[src/hw/rtl/tte_pkg.sv]
// Shared constants and controller/datapath types of the tap tempo estimator.
`default_nettype none

package tte_pkg;

    localparam int TAP_SLOTS      = 4;
    localparam int SLOT_W         = $clog2(TAP_SLOTS);
    localparam int WALK_INTERVALS = ((TAP_SLOTS - 1) < 3) ? (TAP_SLOTS - 1) : 3;
    localparam int STEP_W         = 2;
    localparam int COUNT_W        = 2;

    localparam int TIME_W         = 32;
    localparam int TIMEOUT_W      = 16;
    localparam logic [TIMEOUT_W-1:0] TIMEOUT_RESET = 16'd2000;

    localparam int SUM_W          = TIME_W + 2;
    localparam int TEMPO_W        = 20;
    localparam logic [TEMPO_W-1:0] TEMPO_SAT = 20'd600000;

    localparam int DIVIDEND_W     = SUM_W;
    localparam int DIVISOR_W      = TIME_W;
    localparam int DIV_STEPS      = DIVIDEND_W;
    localparam int DIV_CNT_W      = $clog2(DIV_STEPS);
    localparam logic [DIVIDEND_W-1:0] TEMPO_DIVIDEND = 34'd600000;

    localparam int M_TDATA_W      = 24;

    typedef enum logic [4:0] {
        ST_IDLE      = 5'b00001,
        ST_WALK      = 5'b00010,
        ST_DIV_AVG   = 5'b00100,
        ST_DIV_TEMPO = 5'b01000,
        ST_DONE      = 5'b10000
    } state_t;

    typedef struct packed {
        logic load_tap;
        logic walk_step;
        logic div_start;
        logic div_sel_tempo;
        logic tempo_sat;
        logic tempo_div;
        logic out_load;
    } ctrl_cmd_t;

    typedef struct packed {
        logic walk_done;
        logic sum_zero;
        logic div_done;
        logic quot_zero;
        logic out_free;
    } dp_status_t;

endpackage

`default_nettype wire

[src/hw/rtl/tte_div.sv]
// Restoring serial divider, one quotient bit per cycle.
`default_nettype none

module tte_div
    import tte_pkg::*;
(
    input  wire logic                  aclk,
    input  wire logic                  aresetn,
    input  wire logic                  start,
    input  wire logic [DIVIDEND_W-1:0] dividend,
    input  wire logic [DIVISOR_W-1:0]  divisor,
    output logic                       done,
    output logic [DIVIDEND_W-1:0]      quotient
);

    logic                  busy_reg;
    logic                  done_reg;
    logic [DIV_CNT_W-1:0]  cnt_reg;
    logic [DIVISOR_W-1:0]  rem_reg;
    logic [DIVIDEND_W-1:0] quot_reg;
    logic [DIVISOR_W-1:0]  dvs_reg;

    logic [DIVISOR_W:0]    trial;
    logic [DIVISOR_W:0]    diff;
    logic                  fits;

    assign trial = {rem_reg, quot_reg[DIVIDEND_W-1]};
    assign fits  = trial >= {1'b0, dvs_reg};
    assign diff  = trial - {1'b0, dvs_reg};

    always_ff @(posedge aclk) begin
        if (!aresetn) begin
            busy_reg <= 1'b0;
            done_reg <= 1'b0;
            cnt_reg  <= '0;
        end else if (start) begin
            busy_reg <= 1'b1;
            done_reg <= 1'b0;
            cnt_reg  <= '0;
        end else if (busy_reg) begin
            cnt_reg <= cnt_reg + 1'b1;
            if (cnt_reg == DIV_CNT_W'(DIV_STEPS - 1)) begin
                busy_reg <= 1'b0;
                done_reg <= 1'b1;
            end
        end else begin
            done_reg <= 1'b0;
        end
    end

    // partial remainder stays below the divisor, so its low bits suffice
    always_ff @(posedge aclk) begin
        if (start) begin
            rem_reg  <= '0;
            quot_reg <= dividend;
            dvs_reg  <= divisor;
        end else if (busy_reg) begin
            rem_reg  <= fits ? diff[DIVISOR_W-1:0] : trial[DIVISOR_W-1:0];
            quot_reg <= {quot_reg[DIVIDEND_W-2:0], fits};
        end
    end

    assign done     = done_reg;
    assign quotient = quot_reg;

endmodule

`default_nettype wire

[src/hw/rtl/tte_dp.sv]
// Datapath: tap ring, interval walk, shared divider and output register.
`default_nettype none

module tte_dp
    import tte_pkg::*;
(
    input  wire logic                  aclk,
    input  wire logic                  aresetn,
    input  wire ctrl_cmd_t             cmd,
    output dp_status_t                 status,
    input  wire logic [TIME_W-1:0]     tap_time,
    input  wire logic                  cfg_valid,
    input  wire logic [TIMEOUT_W-1:0]  cfg_data,
    input  wire logic                  m_tready,
    output logic                       m_tvalid,
    output logic [M_TDATA_W-1:0]       m_tdata
);

    logic [TIME_W-1:0]    ring_reg [TAP_SLOTS];
    logic [SLOT_W-1:0]    wslot_reg;
    logic [TIME_W-1:0]    last_reg;
    logic [TIMEOUT_W-1:0] timeout_reg;

    logic [SLOT_W-1:0]    pos_reg;
    logic [TIME_W-1:0]    newer_reg;
    logic [SUM_W-1:0]     sum_reg;
    logic [COUNT_W-1:0]   count_reg;
    logic [STEP_W-1:0]    step_reg;

    logic [TEMPO_W-1:0]   tempo_reg;
    logic                 m_valid_reg;
    logic [TEMPO_W-1:0]   m_tempo_reg;
    logic [COUNT_W-1:0]   m_used_reg;

    logic [TIME_W-1:0]    gap;
    logic                 clear;
    logic [SLOT_W-1:0]    store_slot;
    logic [SLOT_W-1:0]    slot_after;
    logic [SLOT_W-1:0]    pos_prev;
    logic [TIME_W-1:0]    older;
    logic [TIME_W-1:0]    interval;

    logic                  div_done;
    logic [DIVIDEND_W-1:0] div_dividend;
    logic [DIVISOR_W-1:0]  div_divisor;
    logic [DIVIDEND_W-1:0] quotient;

    // wrap is modulo 2^32, so a plain subtract gives the gap
    assign gap        = tap_time - last_reg;
    assign clear      = gap > {{(TIME_W - TIMEOUT_W){1'b0}}, timeout_reg};
    assign store_slot = clear ? '0 : wslot_reg;
    assign slot_after = (store_slot == SLOT_W'(TAP_SLOTS - 1)) ? '0 : store_slot + 1'b1;

    assign pos_prev = (pos_reg == '0) ? SLOT_W'(TAP_SLOTS - 1) : pos_reg - 1'b1;
    assign older    = ring_reg[pos_prev];
    assign interval = newer_reg - older;

    assign status.walk_done = (step_reg == STEP_W'(WALK_INTERVALS)) ||
                              (newer_reg == '0) || (older == '0);
    assign status.sum_zero  = sum_reg == '0;
    assign status.div_done  = div_done;
    assign status.quot_zero = quotient[DIVISOR_W-1:0] == '0;
    assign status.out_free  = !m_valid_reg || m_tready;

    always_ff @(posedge aclk) begin
        if (!aresetn) begin
            for (int i = 0; i < TAP_SLOTS; i++) begin
                ring_reg[i] <= '0;
            end
            wslot_reg   <= '0;
            last_reg    <= '0;
            timeout_reg <= TIMEOUT_RESET;
        end else begin
            if (cfg_valid) begin
                timeout_reg <= cfg_data;
            end
            if (cmd.load_tap) begin
                for (int i = 0; i < TAP_SLOTS; i++) begin
                    if (SLOT_W'(i) == store_slot) begin
                        ring_reg[i] <= tap_time;
                    end else if (clear) begin
                        ring_reg[i] <= '0;
                    end
                end
                wslot_reg <= slot_after;
                last_reg  <= tap_time;
            end
        end
    end

    always_ff @(posedge aclk) begin
        if (cmd.load_tap) begin
            pos_reg   <= store_slot;
            newer_reg <= tap_time;
            sum_reg   <= '0;
            count_reg <= '0;
            step_reg  <= '0;
        end else if (cmd.walk_step) begin
            pos_reg   <= pos_prev;
            newer_reg <= older;
            sum_reg   <= sum_reg + {{(SUM_W - TIME_W){1'b0}}, interval};
            count_reg <= count_reg + 1'b1;
            step_reg  <= step_reg + 1'b1;
        end
        if (cmd.tempo_sat) begin
            tempo_reg <= TEMPO_SAT;
        end else if (cmd.tempo_div) begin
            tempo_reg <= quotient[TEMPO_W-1:0];
        end
        if (cmd.out_load) begin
            m_tempo_reg <= tempo_reg;
            m_used_reg  <= count_reg;
        end
    end

    always_ff @(posedge aclk) begin
        if (!aresetn) begin
            m_valid_reg <= 1'b0;
        end else if (cmd.out_load) begin
            m_valid_reg <= 1'b1;
        end else if (m_tready) begin
            m_valid_reg <= 1'b0;
        end
    end

    // first pass: sum / count; second pass: 600000 / average (still in quotient)
    assign div_dividend = cmd.div_sel_tempo ? TEMPO_DIVIDEND : sum_reg;
    assign div_divisor  = cmd.div_sel_tempo ? quotient[DIVISOR_W-1:0]
                                            : {{(DIVISOR_W - COUNT_W){1'b0}}, count_reg};

    tte_div u_div (
        .aclk     (aclk),
        .aresetn  (aresetn),
        .start    (cmd.div_start),
        .dividend (div_dividend),
        .divisor  (div_divisor),
        .done     (div_done),
        .quotient (quotient)
    );

    assign m_tvalid = m_valid_reg;
    assign m_tdata  = {{(M_TDATA_W - TEMPO_W - COUNT_W){1'b0}}, m_used_reg, m_tempo_reg};

endmodule

`default_nettype wire

[src/hw/rtl/tte_ctrl.sv]
// Controller: sequences tap store, interval walk and the two divisions.
`default_nettype none

module tte_ctrl
    import tte_pkg::*;
(
    input  wire logic       aclk,
    input  wire logic       aresetn,
    input  wire logic       s_tvalid,
    input  wire logic       playing,
    output logic            s_tready,
    input  wire dp_status_t status,
    output ctrl_cmd_t       cmd
);

    state_t state_reg;
    state_t state_next;

    always_comb begin
        state_next = state_reg;
        cmd        = '0;
        s_tready   = 1'b0;
        case (state_reg)
            ST_IDLE: begin
                s_tready = 1'b1;
                // a tap while playing is taken and dropped
                if (s_tvalid && !playing) begin
                    cmd.load_tap = 1'b1;
                    state_next   = ST_WALK;
                end
            end
            ST_WALK: begin
                if (status.walk_done) begin
                    if (status.sum_zero) begin
                        state_next = ST_IDLE;
                    end else begin
                        cmd.div_start = 1'b1;
                        state_next    = ST_DIV_AVG;
                    end
                end else begin
                    cmd.walk_step = 1'b1;
                end
            end
            ST_DIV_AVG: begin
                if (status.div_done) begin
                    if (status.quot_zero) begin
                        cmd.tempo_sat = 1'b1;
                        state_next    = ST_DONE;
                    end else begin
                        cmd.div_start     = 1'b1;
                        cmd.div_sel_tempo = 1'b1;
                        state_next        = ST_DIV_TEMPO;
                    end
                end
            end
            ST_DIV_TEMPO: begin
                if (status.div_done) begin
                    cmd.tempo_div = 1'b1;
                    state_next    = ST_DONE;
                end
            end
            ST_DONE: begin
                if (status.out_free) begin
                    cmd.out_load = 1'b1;
                    state_next   = ST_IDLE;
                end
            end
            default: begin
                state_next = ST_IDLE;
            end
        endcase
    end

    always_ff @(posedge aclk) begin
        if (!aresetn) begin
            state_reg <= ST_IDLE;
        end else begin
            state_reg <= state_next;
        end
    end

endmodule

`default_nettype wire

[src/hw/rtl/tap_tempo_estimator.sv]
// A tap beat is stored and up to 3 intervals are walked and summed; the serial divider
// then runs sum / count and 600000 / average (a zero average skips the second pass and
// saturates the tempo), and the result waits until the output register is free. Taps
// while playing or giving no tempo end early. s_tready is low until the controller is idle
// again, so a new tap waits; the divider (one quotient bit per cycle, 34 bits) sets the pace.
// Reset (aresetn low, synchronous): tap ring, write slot and last time cleared,
// timeout back to 2000 ms, output beat dropped.
`default_nettype none

module tap_tempo_estimator
    import tte_pkg::*;
(
    input  wire logic                  aclk,
    input  wire logic                  aresetn,
    input  wire logic                  s_tvalid,
    output logic                       s_tready,
    input  wire logic [TIME_W-1:0]     s_tdata,   // [31:0] time_ms
    input  wire logic                  s_tuser,   // [0] playing
    output logic                       m_tvalid,
    input  wire logic                  m_tready,
    output logic [M_TDATA_W-1:0]       m_tdata,   // [19:0] tempo_tenths, [21:20] intervals_used
    input  wire logic                  cfg_valid,
    output logic                       cfg_ready,
    input  wire logic [TIMEOUT_W-1:0]  cfg_data   // [15:0] tap_timeout_ms
);

    ctrl_cmd_t  cmd;
    dp_status_t status;

    assign cfg_ready = 1'b1;

    tte_ctrl u_ctrl (
        .aclk     (aclk),
        .aresetn  (aresetn),
        .s_tvalid (s_tvalid),
        .playing  (s_tuser),
        .s_tready (s_tready),
        .status   (status),
        .cmd      (cmd)
    );

    tte_dp u_dp (
        .aclk      (aclk),
        .aresetn   (aresetn),
        .cmd       (cmd),
        .status    (status),
        .tap_time  (s_tdata),
        .cfg_valid (cfg_valid),
        .cfg_data  (cfg_data),
        .m_tready  (m_tready),
        .m_tvalid  (m_tvalid),
        .m_tdata   (m_tdata)
    );

endmodule

`default_nettype wire

[config.mk]
export PLATFORM = sky130hd
export DESIGN_NAME = tap_tempo_estimator
export DESIGN_NICKNAME = d
export VERILOG_FILES = /design/src/hw/rtl/tte_pkg.sv /design/src/hw/rtl/tte_div.sv /design/src/hw/rtl/tte_dp.sv /design/src/hw/rtl/tte_ctrl.sv /design/src/hw/rtl/tap_tempo_estimator.sv
export SDC_FILE = /design/constraint.sdc
export NUM_CORES = 1
export LEC_CHECK = 0
export BUFFER_PORTS_ARGS = -buffer_cell sky130_fd_sc_hd__buf_2
export CORE_ASPECT_RATIO = 0.5
export CORE_UTILIZATION = 63
export DETAILED_ROUTE_END_ITERATION = 7
export MAX_ROUTING_LAYER = met4
export PLACE_DENSITY = 0.79
export SKIP_CTS_REPAIR_TIMING = 1
export SYNTH_ARGS = -nofsm -noshare
export SYNTH_HDL_FRONTEND = slang
export SYNTH_HIERARCHICAL = 1
export SYNTH_SLANG_ARGS = --single-unit
export TNS_END_PERCENT = 10
[constraint.sdc]
create_clock -name aclk -period 9.15 [get_ports aclk]
set_clock_uncertainty 0.2 [all_clocks]
set_input_delay 2.2875 -clock aclk [delete_from_list [all_inputs] [get_ports aclk]]
set_output_delay 2.2875 -clock aclk [all_outputs]
set_load 0.05 [all_outputs]
==> results of run 1 <==
[through the flow]
step	power, mW	instance area (µm²)
5_1_grt	5.367	26860
3_5_place_dp	3.482	25590
3_3_place_gp	3.443	25590
2_1_floorplan	3.177	24920
4_1_cts	5.116	26850
6_report	5.110	26860
[metal layers]
layer | wire, µm | up-vias
li1 | - | 9524
met2 | 26330 | 639
met4 | 1079 | 0
met3 | 4042 | 68
met1 | 27460 | 9251
met5 | 0 | -
[area by class of cell]
| type | instances | area, µm² | share of cell area, % |
|---|---|---|---|
| inverter | 131 | 491.7 | 1.831 |
| antenna | 1 | 2.502 | 0.009318 |
| clock inverter | 21 | 240.2 | 0.8945 |
| multi-input combinational | 1964 | 13320 | 49.60 |
| clock buffer | 47 | 1026 | 3.820 |
| sequential | 404 | 10590 | 39.43 |
| tap | 530 | 663.1 | 2.469 |
| timing repair buffer | 95 | 520.5 | 1.938 |
[worst reg2reg max path: cells and delay by family (launching register included)]
kind / cells / cell delay [ns]
flops: 1 / 0.36
simple gates: 7 / 1.59
xor+xnor: 1 / 0.15
fa+ha+maj: 3 / 1.00
mux: 1 / 0.28
buf+inv: 2 / 0.57
compound gates: 12 / 2.86
[power groups by stage]
| stage | sequential, mW | combinational, mW | clock (mW) |
|---|---|---|---|
| after detailed placement | 2.13 | 1.35 | 0 |
| after global routing | 2.10 | 1.53 | 1.73 |
| after floorplan | 2.11 | 1.07 | 0 |
| after global placement | 2.13 | 1.32 | 0 |
| after CTS | 2.09 | 1.36 | 1.67 |
| final | 2.09 | 1.37 | 1.64 |
[placed cells by master (no fill, tap or decap), drive strengths merged, types with 18 or more instances in the layout]
cell	count
a21o	62
a21oi	130
a311oi	22
a31oi	25
and2	195
and3	26
buf	95
clkbuf	47
dfxtp	154
edfxtp	250
ha	144
inv	134
mux2	41
mux2i	83
nand2	253
nand2b	18
nand3	53
nand4	39
nor2	169
nor2b	65
nor3	25
nor4	36
o211ai	24
o21a	27
o21ai	189
xnor2	67
xor2	43
[logic make-up (layout without fill, tap and decap cells)]
group / Yosys count / count (layout) / share of synthesized area (%)
AND/OR/NAND/NOR: 950 / 950 / 19.86
AO/OA/AOI/OAI: 627 / 627 / 16.49
flip-flops: 404 / 404 / 42.50
buffers and inverters: 263 / 294 / 4.388
adder cells (fa/ha/maj): 149 / 149 / 7.592
multiplexers: 125 / 125 / 5.277
XOR/XNOR: 110 / 110 / 3.866
other: 2 / 4 / 0.03014
[final timing paths]
check	startpoint	end	slack, ns	cells after the start
min	u_dp/tempo_reg[16]$_SDFFE_PP1P_	u_dp/m_tempo_reg[16]$_DFFE_PP_	0.23	0
min reg2reg	u_dp/tempo_reg[16]$_SDFFE_PP1P_	u_dp/m_tempo_reg[16]$_DFFE_PP_	0.23	0
max	s_tdata[1]	u_dp/ring_reg[3][27]$_SDFFCE_PP0P_	1.38	23
max reg2reg	u_dp/pos_reg[0]$_DFFE_PP_	u_dp/sum_reg[32]$_SDFFE_PP0P_	2.03	26
==> impl_metrics.toml, run 1 <==
[synth]
synth_area_um2 = 24920
synth_edf_count = 250
yosys_most_used_dff = "edfxtp_1"
synth_cell_types = 105
yosys_warnings = 6
synth_area_leaders = "edfxtp_1 (30%), dfxtp_1 (12%), ha_1 (7.2%), and2_1 (4.8%), nand2_1 (3.8%)"
synth_top_area_cell = "edfxtp_1"
synth_top_area_share_pct = 30.13
avgSynthCellArea_um2 = 9.475
yosysSeqAreaShare_pct = 42.50
ys_async_sr_fraction_pct = 0
synth_common_cells = "nand2_1 (253), edfxtp_1 (250), and2_1 (193)"
synthCells = 2630
ys_ff_latch = 404
yosysMostFrequentCell = "nand2_1"

[worst_setup_path]
cp-start-kind = "input pin"
critical_path_class = "input pin to flop"
cp_common_cell = "ha_1"
cp.arrival_ns = 7.81
cp-end-kind = "flop"
cp_slowest_stage_delay_ns = 0.58
cp_max_fo = 20
worstPathRequired_ns = 9.19
worst_path_dominant_cell_family = "compound AO/OA/AOI/OAI gates"
worstPathCellList = "buf_2 > ha_1 > nor2b_1 > o31a_1 > o311ai_2 > nand3b_1 > a21oi_1 > o21ai_0 > a21o_1 > a21oi_1 > xnor2_1 > ha_1 > nand3_1 > nor4_1 > nand4_1 > a2111oi_0 > and4_1 > and4bb_2 > and4_1 > ha_1 > inv_1 > a31oi_4 > buf_4"
timing.critical_path.slowest_stage_cell = "a31oi_4"
crit_buf_inv = 3

[routing]
drt_iter0_markers = 1826
ant_nets = 0
num_vias = 19480
remaining_drc_errors = 0
wirelength_um = 58910
dr.pass1.iters = 5
routedWlPerCell_um = 18.45
vias_per_cell = 6.101

[timing]
finalHoldWorstSlack_ns = 0.2256
tns_ns = 0
worst_pin_slew_ns = 1.216
slew_viol_final = 0
max_freq_mhz = 128.7
setup_viol = 0
rsz0062_at_grt = "no"
period_minus_slack_ns = 7.773
slew_headroom_pct = 17.84
setup_ws_ns = 1.377
period_share_pct = 84.95
hold_violations = 0

[grt]
use_met1_pct = 41.58
grtUsageMet2_pct = 46.71
grt-ovfl-total = 0
grt_pass1_vias = 18140
grt_max_degree = 101
antenna_found_initial = 1
grt.busiest_layer = "met2"
grt_first_pass_wirelength_um = 94820
grt_use_total_pct = 29.89
met3_usage_pct = 4.089

[clock_network]
cts-htree-levels = 2
clkSlewWorstSetupHoldPaths_ns = 0.06
clk_path_buf_depth = 3
cts_root_buf = "clkbuf_16"
cts.sinks = 404
cts_made_buffers = 38
cts_tree = "done"
clk-insertion-delay-late_ns = 0.55

[power]
ir_drop_uv = 133.8
internal_power_mw = 3.529
p_clk_share_pct = 32.2
sw_frac_of_total_pct = 30.94
leakage_nw = 10.98
pwr-share-seq_pct = 41.0
powerDensity_nw_per_um2 = 190.3
netSwitchingPower_mw = 1.581
comb_power_share_pct = 26.9

[final_layout]
drive_above_1_share_pct = 9.316
largest_reg_flops = 128
synthToLayoutAreaGrowth_pct = 7.767
fin_cells = 3193
nets = 2836
fin_util_pct = 68.99
fillCellCount = 3041

[die]
core_area_um2 = 38920
io_pins = 81
die_area_um2 = 40400
row_count = 51
start_util_pct = 64.02
die_w_um = 283.3
die_h_um = 142.6

[placed_design]
io_buffers = 77
place.gp.congestion = 0.9570
dp.cells = 3124
detailedPlace.worstSlack_ns = 0.8659
place_hpwl_um = 42200

[outcome]
status = "finished, final reports clean"

[min_path]
hold_path.class = "flop to flop"

[run]
maxCapViolations = 0
No activity file was read; power rests on OpenSTA's default activity.
==> inputs of run 2 (changes only) <==
==> constraint.sdc (replaced) <==
create_clock -name aclk -period 8 [get_ports aclk]
set_clock_uncertainty 0.2 [all_clocks]
set_input_delay 2 -clock aclk [delete_from_list [all_inputs] [get_ports aclk]]
set_output_delay 2 -clock aclk [all_outputs]
set_load 0.05 [all_outputs]
==> run 2 against run 1 <==
  * Worst hold slack better by 0.0025 ns
  * Non-clock buffer count rose by 5
  * Setup slack worse by 0.63 ns
  * Global-route usage decreased by 0.19 points
  * Die area unchanged
  * Sequential share of layout area shrank 0.19 points
  * Flip-flop and latch count stayed put
  * Combinational power rose by 15%
  * First-iteration DRC count fell by 15%
  * Cell area grew 0.48%
==> impl_metrics.toml, run 2 (synthesized netlist as in run 1, its figures left out) <==
[worst_setup_path]
cp_max_fo = 32
r2r_start = "u_dp/pos_reg[0]$_DFFE_PP_"
cp-end-kind = "flop"
worstPathRequired_ns = 8.20
rrSetupSlack_ns = 1.03
cp.arrival_ns = 7.45
critical_path_class = "input pin to flop"
cp-start-kind = "input pin"
r2r_end = "u_dp/sum_reg[32]$_SDFFE_PP0P_"
critPathLaunch = "s_tdata[1]"
rr_worst_depth = 24

[power]
leakage_nw = 11.04
ir_drop_uv = 143.9
finalPower_mw = 5.940
powerDensity_nw_per_um2 = 220.1

[clock_network]
clkSlewWorstSetupHoldPaths_ns = 0.07
cts_root_buf = "clkbuf_16"
cts-htree-levels = 2
cts_tree = "done"
clk-insertion-delay-late_ns = 0.55
clk_path_buf_depth = 3
cts.sinks = 404
cts_made_buffers = 37

[grt]
grt_first_pass_wirelength_um = 94120
grt_use_total_pct = 29.70
antenna_found_initial = 0
grt-ovfl-total = 0
grt_pass1_vias = 17990
grt_max_degree = 141

[timing]
period_share_pct = 90.65
rsz0062_at_grt = "no"
finalHoldWorstSlack_ns = 0.2281
slew_viol_final = 0
worst_pin_slew_ns = 1.119
hold_violations = 0
period_minus_slack_ns = 7.252
setup_ws_ns = 0.7484
max_freq_mhz = 137.9
setup_viol = 0
slew_headroom_pct = 24.41

[placed_design]
place.gp.congestion = 0.9818
place_area_um2 = 25650
dp.cells = 3129
io_buffers = 77
detailedPlace.worstSlack_ns = 0.1250
place_hpwl_um = 42420

[final_layout]
fillCellCount = 2984
synthToLayoutAreaGrowth_pct = 8.284
drive_above_1_share_pct = 9.374
layout_commonest_cell = "nand2_1"
antenna_cells = 0
final_area_um2 = 26980
largest_reg_flops = 128
layout_common_cells = "nand2_1 (253), edfxtp_1 (250), and2_1 (193)"
nets = 2840
fin_cells = 3197

[routing]
routedWlPerCell_um = 18.52
ant_nets = 0
num_vias = 19620
drt_iter0_markers = 1547
remaining_drc_errors = 0
wirelength_um = 59220
vias_per_cell = 6.138
dr.pass1.iters = 5

[die]
die_w_um = 283.3
start_util_pct = 64.02
row_count = 51
die_area_um2 = 40400
io_pins = 81
core_area_um2 = 38920
die_h_um = 142.6

[min_path]
holdPathEnd = "u_dp/m_tempo_reg[19]$_DFFE_PP_"
hold_depth = 0
hold_path.class = "flop to flop"
holdCritStartpoint = "u_dp/tempo_reg[19]$_SDFFE_PP1P_"

[outcome]
status = "finished, final reports clean"

[run]
maxCapViolations = 0
[run 2: metal layers]
layer  track usage [%]  share of wire, %  vias to the layer above
li1                  -                 -                     9532
met1             41.03                46                     9305
met2             46.87                45                      702
met3             4.137               7.6                       85
met4             6.287               1.7                        0
met5                 -                 0                        -
[run 2: critical path: stages]
cell and delay [ns]:
buf_2 0.14, ha_1 0.28, nor2b_1 0.14, o31a_1 0.29
o311ai_2 0.34, nand3b_1 0.13, a21oi_1 0.24, o21ai_0 0.18
a21o_1 0.20, a21oi_1 0.17, xnor2_1 0.09, ha_1 0.30
nand3_1 0.10, nor4_1 0.29, nand4_1 0.21, a2111oi_0 0.41
and4_1 0.23, and4bb_2 0.29, and4_1 0.25, ha_1 0.18
and3_1 0.74, and2_1 0.24
[run 2: how the worst max path moves through the flow]
stage                                                    end  slack [ns]  cells past startpoint
after floorplan            u_dp/ring_reg[1][0]$_SDFFCE_PP0P_       -0.01                     21
after global placement     u_dp/ring_reg[2][6]$_SDFFCE_PP0P_        0.33                     22
after detailed placement  u_dp/ring_reg[2][12]$_SDFFCE_PP0P_        0.12                     22
after CTS                 u_dp/ring_reg[2][17]$_SDFFCE_PP0P_        0.70                     22
after global routing      u_dp/ring_reg[1][29]$_SDFFCE_PP0P_        0.16                     22
final                     u_dp/ring_reg[1][26]$_SDFFCE_PP0P_        0.75                     22
[run 2: where the power goes]
part	leakage, nW	total [mW]	switching (mW)	internal [mW]
clock network	0.642	1.98	0.800	1.18
logic	6.78	1.57	0.928	0.641
registers	3.62	2.39	0.0759	2.32
total	11.0	5.94	1.80	4.14
[run 2: through the flow]
| stage | setup TNS [ns] | util [%] |
|---|---|---|
| after detailed placement | 0 | 65.90 |
| after global placement | 0 | 65.90 |
| after global routing | 0 | 69.33 |
| after CTS | 0 | 69.32 |
| final | 0 | 69.33 |
| after floorplan | -0.6889 | - |
[run 2: cell type report]
class                   count  area (µm²)  share of cell area [%]
clock buffers              50        1037                   3.844
clock inverters            18       296.5                   1.099
inverters                 131       491.7                   1.822
multi-input cells        1964       13320                   49.37
flip-flops and latches    404       10590                   39.25
well taps                 530       663.1                   2.457
repair buffers            100       583.1                   2.161
==> inputs of run 3 (changes only) <==
--- a/config.mk
+++ b/config.mk
@@ -7,10 +7,11 @@
 export LEC_CHECK = 0
 export BUFFER_PORTS_ARGS = -buffer_cell sky130_fd_sc_hd__buf_2
 export CORE_ASPECT_RATIO = 0.5
-export CORE_UTILIZATION = 63
+export CORE_UTILIZATION = 45
 export DETAILED_ROUTE_END_ITERATION = 7
 export MAX_ROUTING_LAYER = met4
-export PLACE_DENSITY = 0.79
+export PLACE_DENSITY = 0.59
+export REMOVE_ABC_BUFFERS = 1
 export SKIP_CTS_REPAIR_TIMING = 1
 export SYNTH_ARGS = -nofsm -noshare
 export SYNTH_HDL_FRONTEND = slang
==> run 3 against run 2 <==
  * Critical path depth did not move
  * Flip-flop and latch count is the same
  * Via count down 3.2%
  * Non-clock buffer count grew 2
  * Clock power up 9%
  * Utilization shrank 19 points
  * Clock-buffer cell count grew 1
  * Global-route usage is 6.9 points lower
  * Routed wire length rose by 6.3%
  * Sequential share of layout area shrank 0.66 points
  * Power up 3.4%
  * Critical endpoint is now u_dp/ring_reg[1][29]$_SDFFCE_PP0P_
==> impl_metrics.toml, run 3 (synthesized netlist as in run 1, its figures left out) <==
[final_layout]
synthToLayoutAreaGrowth_pct = 10.15
drive_above_1_share_pct = 9.944
largest_reg_flops = 128
nets = 2845
layout_commonest_cell = "nand2_1"
layout_common_cells = "nand2_1 (253), edfxtp_1 (250), and2_1 (193)"
fillCellCount = 5116

[placed_design]
io_buffers = 77
place.gp.congestion = 0.9186
place_hpwl_um = 45190

[worst_setup_path]
critical_path_class = "input pin to flop"
cp-start-kind = "input pin"
cp_common_cell = "ha_1"
cp_slowest_stage_delay_ns = 0.87
rrSetupSlack_ns = 1.07
worst_path_dominant_cell_family = "simple AND/OR/NAND/NOR gates"
r2r_start = "u_dp/pos_reg[0]$_DFFE_PP_"
rr_worst_depth = 27
cp.arrival_ns = 7.57
timing.critical_path.slowest_stage_cell = "and3_1"
cp-end-kind = "flop"
cp_max_fo = 32
worstPathCellList = "buf_2 > ha_1 > nor2b_1 > o31a_1 > o311ai_2 > nand3b_1 > a21oi_1 > o21ai_0 > a21o_1 > a21oi_1 > xnor2_1 > ha_1 > nand3_1 > nor4_1 > nand4_1 > a2111oi_0 > and4_1 > and4bb_2 > and4_1 > ha_1 > and3_1 > and2_1"
r2r_end = "u_dp/sum_reg[32]$_SDFFE_PP0P_"
crit_buf_inv = 1
worstPathRequired_ns = 8.23

[grt]
grt_first_pass_wirelength_um = 99490
grt_pass1_vias = 17870
grtUsageMet2_pct = 33.83
grt_max_degree = 140
grt-ovfl-total = 0
antenna_found_initial = 0
grt.busiest_layer = "met2"
met3_usage_pct = 3.179
use_met1_pct = 33.15
grt_use_total_pct = 22.83

[timing]
period_minus_slack_ns = 7.339
rsz0062_at_grt = "no"
setup_viol = 0
hold_violations = 0
worst_pin_slew_ns = 1.196
period_share_pct = 91.74
slew_viol_final = 0
max_freq_mhz = 136.3
slew_headroom_pct = 20.26
finalHoldWorstSlack_ns = 0.2207
tns_ns = 0

[routing]
vias_per_cell = 5.556
dr.pass1.iters = 5
drt_iter0_markers = 1353
ant_nets = 0
num_vias = 19000
wirelength_um = 62940
remaining_drc_errors = 0
routedWlPerCell_um = 18.40

[outcome]
status = "finished, final reports clean"

[clock_network]
cts-htree-levels = 2
cts_made_buffers = 40
cts_tree = "done"
clk-insertion-delay-late_ns = 0.56
clk_path_buf_depth = 3
cts.sinks = 404
cts_root_buf = "clkbuf_16"
clkSlewWorstSetupHoldPaths_ns = 0.07

[run]
maxCapViolations = 0

[die]
die_h_um = 168.4
row_count = 60
die_area_um2 = 56380
start_util_pct = 45.98
io_pins = 81
die_w_um = 334.8
core_area_um2 = 54200

[power]
leakage_nw = 11.13
powerDensity_nw_per_um2 = 223.7
ir_drop_uv = 157.6

[min_path]
hold_depth = 0
holdCritStartpoint = "u_dp/tempo_reg[13]$_SDFFE_PP1P_"
hold_path.class = "flop to flop"
holdPathEnd = "u_dp/m_tempo_reg[13]$_DFFE_PP_"
[run 3: power breakdown]
group,leakage [nW],switching [mW],internal (mW)
clock,0.720,0.870,1.29
combinational,6.79,0.941,0.642
sequential,3.62,0.0759,2.32
total,11.1,1.89,4.25
[run 3: worst register-to-register path: cells and delay by family, from the launching register on]
family	cells	cell delay, ns
AOI/OAI and AO/OA	12	2.92
buffers and inverters	2	0.16
muxes	1	0.29
and+or+nand+nor	7	1.39
DFF	1	0.42
xor gates and xnor gates	1	0.16
adders and majority gates	4	1.26
[run 3: worst max path at each step]
stage / startpoint / endpoint / depth (start not counted)
2_1_floorplan: s_tuser / u_dp/ring_reg[0][0]$_SDFFCE_PP0P_ / 4
3_3_place_gp: s_tdata[1] / u_dp/ring_reg[1][8]$_SDFFCE_PP0P_ / 22
3_5_place_dp: s_tdata[1] / u_dp/ring_reg[1][29]$_SDFFCE_PP0P_ / 22
4_1_cts: s_tdata[1] / u_dp/ring_reg[2][5]$_SDFFCE_PP0P_ / 22
5_1_grt: s_tdata[1] / u_dp/ring_reg[2][0]$_SDFFCE_PP0P_ / 22
6_report: s_tdata[1] / u_dp/ring_reg[1][29]$_SDFFCE_PP0P_ / 22
[run 3: routing by layer]
layer,vias up,share of wire [%]
li1,9530,-
met1,8958,51
met2,432,43
met3,83,4.7
met4,0,1.7
met5,-,0
[run 3: layout make-up]
cell class	count	area [µm²]	area share, %
well taps	744	930.9	3.391
clock buffers	51	1115	4.061
repair buffers	102	610.6	2.224
diodes	1	2.502	0.009117
inverters	131	491.7	1.791
flip-flops and latches	404	10590	38.59
multi-input cells	1964	13320	48.54
clock inverters	23	382.9	1.395
[run 3: through the flow]
stage | instance area (µm²) | util, % | total power [mW] | std cells | setup WS (ns)
after floorplan | 24320 | - | 3.618 | 2499 | -0.7481
after global placement | 25950 | 47.87 | 3.989 | 3345 | 0.2738
after detailed placement | 25950 | 47.87 | 4.010 | 3345 | 0.1184
after CTS | 27450 | 50.64 | 6.178 | 3419 | 0.6937
after global routing | 27450 | 50.64 | 6.455 | 3419 | 0.1942
final | 27450 | 50.64 | 6.141 | 3420 | 0.6606
